<file path="config.mk">
export PLATFORM = sky130hd
export DESIGN_NAME = vgl_merge
export DESIGN_NICKNAME = d
export VERILOG_FILES = /design/src/vgl_pkg.sv /design/src/vgl_merge.sv
export SDC_FILE = /design/constraint.sdc
export NUM_CORES = 1
export LEC_CHECK = 0
export ABC_AREA = 1
export BUFFER_PORTS_ARGS = -buffer_cell sky130_fd_sc_hd__buf_2
export CORE_UTILIZATION = 58
export CTS_CLUSTER_SIZE = 10
export DETAILED_ROUTE_END_ITERATION = 12
export PLACE_DENSITY_LB_ADDON = 0.08
export SYNTH_ARGS = -nofsm -noshare
export SYNTH_HDL_FRONTEND = slang
export SYNTH_SLANG_ARGS = --single-unit
export TNS_END_PERCENT = 10
</file>
<file path="constraint.sdc">
create_clock -name i_clk -period 4 [get_ports i_clk]
set_clock_uncertainty 0.05 [all_clocks]
set_input_delay 0.6 -clock i_clk [delete_from_list [all_inputs] [get_ports i_clk]]
set_output_delay 0.6 -clock i_clk [all_outputs]
set_load 0.02 [all_outputs]
</file>
<file path="src/vgl_pkg.sv">
`timescale 1ns / 1ps
`default_nettype none
// ----------------------------------------------------------------------------
// vgl_pkg
// Shared widths, register map and control structs of the VAR(1) Gaussian
// log-likelihood accumulator.
// ----------------------------------------------------------------------------
package vgl_pkg;

    localparam int LANES     = 4;
    localparam int ELEM_W    = 16;
    localparam int REG_W     = 64;
    localparam int CFG_IDX_W = 3;
    localparam int JAC_W     = 40;
    localparam int SUM_W     = 48;
    localparam int SUM_FRAC  = 24;

    // A 16 x 16 product, four of them summed, and that sum times an element.
    localparam int PROD_W    = 2 * ELEM_W;
    localparam int INNER_W   = PROD_W + 2;
    localparam int TERM_W    = ELEM_W + INNER_W;

    // Stream packing.
    localparam int SERIES_LSB  = LANES * ELEM_W;
    localparam int JAC_LSB     = 2 * LANES * ELEM_W;
    localparam int IN_TDATA_W  = JAC_LSB + JAC_W;
    localparam int OUT_TDATA_W = SUM_W;

    // Register map: coefficient rows first, then precision rows.
    localparam logic [CFG_IDX_W-1:0] CFG_COEF_BASE = 3'd0;
    localparam logic [CFG_IDX_W-1:0] CFG_PREC_BASE = 3'd4;

    typedef logic signed [ELEM_W-1:0] t_elem;

    typedef struct packed {
        logic err_mul;
        logic err_sum;
        logic prec_mul;
        logic inner_sum;
        logic form_mul;
    } t_lane_ctl;

    typedef struct packed {
        logic form_sum;
        logic commit;
    } t_merge_ctl;

endpackage
`default_nettype wire

</file>
<file path="src/vgl_merge.sv">
`timescale 1ns / 1ps
`default_nettype none
// ----------------------------------------------------------------------------
// vgl_merge
// Adds the lane terms into the quadratic form, halves it with rounding,
// updates the saturating running sum and holds the result register.
// ----------------------------------------------------------------------------
module vgl_merge #(
    parameter int FRAC_BITS = 12
) (
    input  wire                                 i_clk,
    input  wire                                 i_rst_n,
    input  wire vgl_pkg::t_merge_ctl            i_ctl,
    input  wire signed [vgl_pkg::TERM_W-1:0]    i_terms [vgl_pkg::LANES],
    input  wire                                 i_first,
    input  wire                                 i_last,
    input  wire signed [vgl_pkg::JAC_W-1:0]     i_jacobian,
    input  wire                                 i_err_hit,
    input  wire                                 i_out_ready,
    output logic                                o_out_valid,
    output logic signed [vgl_pkg::SUM_W-1:0]    o_log_likelihood,
    output logic                                o_saturated
);

    localparam int FORM_W     = vgl_pkg::TERM_W + 3;
    localparam int HALF_SHIFT = 3 * FRAC_BITS + 1 - vgl_pkg::SUM_FRAC;
    localparam int DIFF_W     = FORM_W + 1;
    localparam logic signed [FORM_W-1:0] FORM_HALF = FORM_W'(1) << (HALF_SHIFT - 1);
    localparam logic signed [DIFF_W-1:0] SUM_MAX   =
        DIFF_W'({1'b0, {(vgl_pkg::SUM_W-1){1'b1}}});
    localparam logic signed [DIFF_W-1:0] SUM_MIN   = ~SUM_MAX;

    logic signed [FORM_W-1:0]        r_half;
    logic signed [vgl_pkg::SUM_W-1:0] r_sum;
    logic                            r_sat;
    logic                            r_out_valid;
    logic signed [vgl_pkg::SUM_W-1:0] r_out_sum;
    logic                            r_out_sat;

    logic signed [FORM_W-1:0]        w_form;
    logic signed [FORM_W-1:0]        w_rnd;
    logic signed [DIFF_W-1:0]        w_base;
    logic signed [DIFF_W-1:0]        w_diff;
    logic signed [vgl_pkg::SUM_W-1:0] n_sum;
    logic                            n_sat;

    always_comb begin
        w_form = '0;
        for (int i = 0; i < vgl_pkg::LANES; i++) begin
            w_form = w_form + FORM_W'(i_terms[i]);
        end
        w_rnd = w_form + FORM_HALF;
    end

    always_comb begin
        w_base = i_first ? DIFF_W'(i_jacobian) : DIFF_W'(r_sum);
        w_diff = w_base - DIFF_W'(r_half);
        // A first column starts a fresh saturation history.
        n_sat  = (r_sat && !i_first) || i_err_hit;
        if (w_diff > SUM_MAX) begin
            n_sum = SUM_MAX[vgl_pkg::SUM_W-1:0];
            n_sat = 1'b1;
        end else if (w_diff < SUM_MIN) begin
            n_sum = SUM_MIN[vgl_pkg::SUM_W-1:0];
            n_sat = 1'b1;
        end else begin
            n_sum = w_diff[vgl_pkg::SUM_W-1:0];
        end
    end

    always_ff @(posedge i_clk) begin
        if (i_ctl.form_sum) begin
            r_half <= w_rnd >>> HALF_SHIFT;
        end
        if (i_ctl.commit && i_last) begin
            r_out_sum <= n_sum;
            r_out_sat <= n_sat;
        end
    end

    always_ff @(posedge i_clk) begin
        if (!i_rst_n) begin
            r_sum       <= '0;
            r_sat       <= 1'b0;
            r_out_valid <= 1'b0;
        end else begin
            if (i_ctl.commit) begin
                r_sum <= n_sum;
                r_sat <= n_sat;
            end
            if (i_ctl.commit && i_last) begin
                r_out_valid <= 1'b1;
            end else if (i_out_ready) begin
                r_out_valid <= 1'b0;
            end
        end
    end

    assign o_out_valid      = r_out_valid;
    assign o_log_likelihood = r_out_sum;
    assign o_saturated      = r_out_sat;

endmodule
`default_nettype wire

</file>
==> results of run 1 <==
worst max-delay path, delay by kind of cell:
kind | cells | cell delay (ns)
AO/OA/AOI/OAI | 4 | 0.73
buffers and inverters | 5 | 0.49
XOR/XNOR | 1 | 0.13
AND/OR/NAND/NOR | 3 | 0.20
adder cells (fa/ha/maj) | 4 | 1.73
through the flow:
stage          utilization [%]  hold slack (ns)  power (mW)  std cells  cell area, µm²
4_1_cts                  70.05           0.3647       14.93       2873           18770
2_1_floorplan                -           0.3995       9.927       2158           15790
6_report                 70.08           0.3719       15.10       2873           18780
5_1_grt                  70.08           0.3838       16.23       2873           18780
3_5_place_dp             67.79           0.4165       13.23       2841           18170
3_3_place_gp             67.79           0.3934       12.94       2841           18170
state kept, by name, summed over array words and instances (netlist names):
name              cells
r_sum                48
r_half               40
r_sat                 1
o_saturated           1
o_out_valid           1
o_log_likelihood     48
cells by family after synthesis:
group	count (synthesis)	synth area share (%)
buffers and inverters	417	10.48
and+or+nand+nor	964	26.82
AOI/OAI and AO/OA	326	11.30
xor gates and xnor gates	59	3.274
DFF	139	23.27
adders and majority gates	253	24.86
Yosys cell counts (14+ instances only):
| master | n |
|---|---|
| nand2_1 | 592 |
| o21bai_1 | 20 |
| a31oi_1 | 14 |
| xor2_1 | 46 |
| nand4_1 | 17 |
| o21ai_0 | 104 |
| edfxtp_1 | 89 |
| clkbuf_1 | 21 |
| a21oi_1 | 154 |
| fa_1 | 101 |
| ha_1 | 152 |
| inv_2 | 17 |
| inv_1 | 358 |
| nand3_1 | 90 |
| nand3_2 | 23 |
| nor2_1 | 163 |
| nand2_4 | 21 |
| dfxtp_1 | 50 |
cell usage in the layout, fill, tap and decap left out, types with 23 or more instances in the layout:
cell | netlist | final
xor2_1 | 46 | 46
inv_1 | 358 | 355
nand3_1 | 90 | 90
nand2_1 | 592 | 592
edfxtp_1 | 89 | 89
ha_1 | 152 | 152
buf_4 | 3 | 81
fa_1 | 101 | 101
nand3_2 | 23 | 23
buf_2 | 11 | 297
dfxtp_1 | 50 | 50
nor2_1 | 163 | 163
o21ai_0 | 104 | 104
a21oi_1 | 154 | 153
power by group through the flow:
stage | clock network, mW | registers [mW] | logic, mW
after floorplan | 0 | 2.86 | 7.07
after global placement | 0 | 2.67 | 10.3
after detailed placement | 0 | 2.69 | 10.5
after CTS | 1.64 | 2.67 | 10.6
after global routing | 1.70 | 2.71 | 11.8
final | 1.65 | 2.67 | 10.8
final timing paths:
| check | from | endpoint | slack [ns] | cells after the start |
|---|---|---|---|---|
| max | i_terms[11] | r_half[12]$_DFFE_PP_ | 0.23 | 17 |
| min | i_out_ready | o_out_valid$_SDFFE_PN0P_ | 0.37 | 4 |
| max reg2reg | r_half[39]$_DFFE_PP_ | r_sat$_SDFFE_PN0P_ | 0.73 | 15 |
| min reg2reg | o_out_valid$_SDFFE_PN0P_ | o_out_valid$_SDFFE_PN0P_ | 0.42 | 2 |
final cells by class:
class / count / area [µm²] / area share, %
Clock buffer: 23 / 521.8 / 2.778
Sequential cell: 139 / 3674 / 19.56
Tap cell: 341 / 426.7 / 2.272
Timing Repair Buffer: 383 / 2195 / 11.68
Clock inverter: 9 / 82.58 / 0.4396
Multi-Input combinational cell: 1602 / 10470 / 55.76
Inverter: 376 / 1411 / 7.514
metal layers:
layer  global-route usage, %  vias up  wire [µm]
li1                        -     7622          -
met1                   40.79     7326      19880
met2                   67.35      566      25840
met3                   3.256      118       1980
met4                   14.94        0       1866
met5                       0        -          0
timing repair:
item                                    4_1_cts  5_1_grt
endpoints found under the setup margin        0        4
resized for setup                             0        3
setup buffers                                 0        0
==> flow_summary_export.csv, run 1 <==
group,metric,value,unit
sta,finalCritPeriodShare,94.23,%
worst_setup_path,critPathSlowestCell,"fa_1",
job,max_cap_viol_count,0,
layout,area_growth,18.99,%
grt,antenna_found_initial,0,
floorplan,core_area,26800,µm²
worst_setup_path,crit_arrival,3.90,ns
worst_setup_path,slowest_delay,0.50,ns
min_path,hold_path.class,"input pin to register",
sta,rsz0062_at_grt,"false",
sta,setup_tns,0,ns
drt,vias,15632,
clock_tree,ctsHoldBuffers,0,
grt,gr-total-overflow,0,
clock_tree,clockBufferDepth,2,
clock_tree,cts_max_level,4,
power_and_ir_drop,p_seq_share,17.7,%
sta,maxSlewViolCount,0,
placement,portBuffers,297,
clock_tree,clk_pin_slew,0.06,ns
sta,max_freq,265.3,MHz
synthesis,ys_seq_elements,139,
grt,grtUsageTotal,35.63,%
power_and_ir_drop,pwr-share-clk,10.9,%
floorplan,die_w,167.0,µm
synthesis,avgSynthCellArea,7.315,µm²
layout,drive_gt1_share,19.98,%
synthesis,syn_inst,2158,
power_and_ir_drop,p_per_area,803.9,nW/µm²
synthesis,ys_types,44,
worst_setup_path,startpoint_type,"input pin",
power_and_ir_drop,combPwrFrac,71.4,%
worst_setup_path,end_kind,"register",
layout,antenna_cells,0,
worst_setup_path,worstSetupPathType,"input pin to register",
worst_setup_path,worstPathRequired,4.13,ns
placement,routabilityCongestion,0.9884,
synthesis,postSynth.asyncResetShare,0,%
synthesis,syn-num-nets,2659,
clock_tree,cts_sinks,139,
synthesis,synth_ff_type,"edfxtp_1",
worst_setup_path,crit_path_cell_trace,"buf_2 -> inv_1 -> fa_1 -> fa_1 -> inv_1 -> fa_1 -> ha_1 -> a21oi_1 -> buf_4 -> o21a_1 -> nand2_1 -> nand3_1 -> nand2_1 -> a21oi_1 -> o21ai_0 -> buf_4 -> xor2_1",
drt,drc,0,
worst_setup_path,crit_path_frequent_cell,"fa_1",
grt,grt_pass1_vias,15819,
power_and_ir_drop,switchingPower,7.839,mW
clock_tree,cts_buffers,17,
synthesis,yosysTopAreaCellShare,16.93,%
drt,viasPerCell,5.441,
drt,drtAntennaViolNets,0,
layout,fillers,2234,
sta,finalHoldViolCount,0,
floorplan,dieHeight,167.0,µm
grt,grt_max_degree,50,
synthesis,synth_edf_count,89,
clock_tree,cts_tree,"yes",
layout,final_nets,3020,
floorplan,fp-row-count,60,
synthesis,synth_area_leaders,"edfxtp_1 17%, nand2_1 14%, fa_1 13%, ha_1 12%, inv_1 8.5%",
worst_setup_path,critPathMaxFanout,3,
drt,dr.pass1.iters,8,
sta,fin_ws,0.2307,ns
placement,hpwl,41600,µm
power_and_ir_drop,leakage,9.943,nW
drt,dr.first_iter.drc_count,1273,
run_status,status,"complete, no violations",
sta,min_period,3.769,ns
clock_tree,clock_latency,0.44,ns
clock_tree,cts_root_buf,"clkbuf_16",
floorplan,die_area,27880,µm²
sta,setup_violations,0,
sta,relSlewSlack,23.15,%
drt,wire_per_inst,17.25,µm
synthesis,ys_seq_area_share,23.27,%
power_and_ir_drop,switching_share,51.92,%
grt,grt_pass1_wl,77340,µm
power_and_ir_drop,intPower,7.260,mW
sta,worstMarginPinSlew,1.151,ns
placement,pre_cts_slack,-0.3185,ns
power_and_ir_drop,peakVddDrop,0.3395,mV
synthesis,syn_area,15790,µm²
floorplan,start_util,58.90,%
floorplan,pin_count,298,
synthesis,yosys.area.top_type,"edfxtp_1",
synthesis,synth.yosys.warnings,0,
drt,drt-total-wl,49570,µm
Power figures use the tool's default switching activity.
==> run 2: changes to the inputs <==
--- a/config.mk
+++ b/config.mk
@@ -12,2 +12,4 @@
 export DETAILED_ROUTE_END_ITERATION = 12
+export GPL_ROUTABILITY_DRIVEN = 0
+export HOLD_SLACK_MARGIN = 0.08
 export PLACE_DENSITY_LB_ADDON = 0.08
==> constraint.sdc (replaced) <==
create_clock -name i_clk -period 4 [get_ports i_clk]
set_clock_uncertainty 0.05 [all_clocks]
set_input_delay 0.4 -clock i_clk [delete_from_list [all_inputs] [get_ports i_clk]]
set_output_delay 0.4 -clock i_clk [all_outputs]
set_load 0.02 [all_outputs]
==> run 2 against run 1 <==
Wire length fell by 15%. Highest routed layer unchanged. Critical path depth decreased by 4. Global-route usage fell by 5.2 points. Die area stayed put. Count of clock-buffer cells in the layout fell by 4. Sequential share of layout area grew 0.51 points. Cell count shrank 2.1%. Maximum frequency grew 0.33%. Register-to-register slack better by 0.07 ns. Sequential cell count did not move. First-iteration DRC count decreased by 19%. Clock power fell by 3%.
==> flow_summary_export.csv, run 2 (same netlist as run 1, synthesis figures left out) <==
group,metric,value,unit
run_status,status,"complete, no violations",
min_path,hold_path.class,"input pin to register",
floorplan,pin_count,298,
power_and_ir_drop,leakage,9.654,nW
worst_setup_path,end_kind,"register",
drt,dr.first_iter.drc_count,1025,
drt,vias,15062,
layout,area_growth,15.96,%
clock_tree,cts_root_buf,"clkbuf_16",
sta,rsz0062_at_grt,"false",
sta,finalHoldViolCount,0,
layout,final_nets,2961,
floorplan,dieHeight,167.0,µm
grt,grtUsageTotal,30.44,%
placement,pre_cts_slack,-0.07203,ns
clock_tree,cts_buffers,17,
clock_tree,ctsHoldBuffers,0,
grt,antenna_found_initial,0,
drt,drtAntennaViolNets,0,
worst_setup_path,startpoint_type,"input pin",
sta,setup_violations,0,
sta,relSlewSlack,23.19,%
clock_tree,cts_sinks,139,
placement,dp_cells,2782,
clock_tree,cts_max_level,4,
grt,grt_max_degree,50,
floorplan,die_area,27880,µm²
floorplan,core_area,26800,µm²
clock_tree,cts_resized,0,
worst_setup_path,critPathMaxFanout,5,
grt,grt_pass1_wl,68110,µm
power_and_ir_drop,finalPower,14.23,mW
sta,max_freq,266.2,MHz
sta,min_period,3.757,ns
clock_tree,clockBufferDepth,2,
layout,stdcell_count,2814,
layout,utilization,68.30,%
power_and_ir_drop,p_per_area,777.1,nW/µm²
drt,viasPerCell,5.353,
grt,grt_pass1_vias,14851,
drt,wire_per_inst,14.93,µm
sta,worstMarginPinSlew,1.150,ns
placement,hpwl,35010,µm
drt,drt-total-wl,42000,µm
clock_tree,clock_latency,0.43,ns
floorplan,fp-row-count,60,
worst_setup_path,worstSetupPathType,"input pin to register",
job,max_cap_viol_count,0,
floorplan,die_w,167.0,µm
clock_tree,cts_tree,"yes",
placement,portBuffers,297,
sta,fin_ws,0.2430,ns
layout,final_common_cell,"nand2_1",
sta,maxSlewViolCount,0,
sta,finalCritPeriodShare,93.93,%
layout,drive_gt1_share,18.08,%
clock_tree,cts_setup_buffers,0,
drt,drc,0,
layout,final_cell_mix,"592 x nand2_1, 355 x inv_1, 297 x buf_2",
clock_tree,clk_pin_slew,0.06,ns
floorplan,start_util,58.90,%
layout,antenna_cells,0,
drt,dr.pass1.iters,6,
sta,hold_slack,0.1665,ns
worst_setup_path,worstPathRequired,4.12,ns
worst_setup_path,crit_arrival,3.87,ns
grt,gr-total-overflow,0,
power_and_ir_drop,peakVddDrop,0.3821,mV
run 2: cell types whose count changed in the layout (fill, tap and decap cells not counted), moves of 2 or more:
cell	change
clkinv_2	-3
buf_4	-58
clkbuf_1	-2
inv_6	+4
clkbuf_16	-2
inv_4	+2
run 2: layout make-up:
type | instances | area, µm²
multi-input cells | 1602 | 10460
repair buffers | 324 | 1739
clock inverters | 13 | 127.6
flip-flops and latches | 139 | 3674
clock buffers | 19 | 464.2
fillers | 2359 | 8496
inverters | 376 | 1411
well taps | 341 | 426.7
run 2: layer usage:
layer,share of wire [%],vias to the layer above,GRT usage (%)
met3,5.0,129,3.779
met5,0,-,0
met2,49,567,54.59
met4,4.3,0,13.85
li1,-,7489,-
met1,41,6877,36.29
run 2: path summary, 6_finish.rpt:
| check | from | end | slack [ns] | depth (start not counted) |
|---|---|---|---|---|
| worst max-delay path | i_terms[21] | r_half[27]$_DFFE_PP_ | 0.24 | 13 |
| worst min-delay path | i_out_ready | o_out_valid$_SDFFE_PN0P_ | 0.17 | 4 |
| worst max register to register | r_sum[0]$_SDFFE_PN0P_ | r_sum[14]$_SDFFE_PN0P_ | 0.80 | 23 |
| worst min register to register | o_out_valid$_SDFFE_PN0P_ | o_out_valid$_SDFFE_PN0P_ | 0.41 | 2 |
run 2: worst max-delay path, cell delays in order:
cell	delay, ns
buf_2	0.11
fa_1	0.56
fa_1	0.43
ha_1	0.31
ha_1	0.38
a21oi_1	0.21
inv_1	0.07
a31oi_1	0.21
o21ai_0	0.22
o21bai_1	0.22
a21oi_1	0.35
o21ai_0	0.22
xor2_1	0.18
run 2: power by group:
part           internal, mW  leakage, nW  switching, mW  total, mW
Combinational          3.45         8.10           6.53       9.98
Clock                 0.925        0.293          0.680       1.60
Sequential             2.46         1.26          0.173       2.64
run 2: stage by stage:
| stage | TNS [ns] | area [µm²] |
|---|---|---|
| 5_1_grt | 0 | 18310 |
| 4_1_cts | 0 | 18310 |
| 2_1_floorplan | 0 | 15790 |
| 3_3_place_gp | -0.01230 | 17710 |
| 6_report | 0 | 18310 |
| 3_5_place_dp | -0.09366 | 17710 |
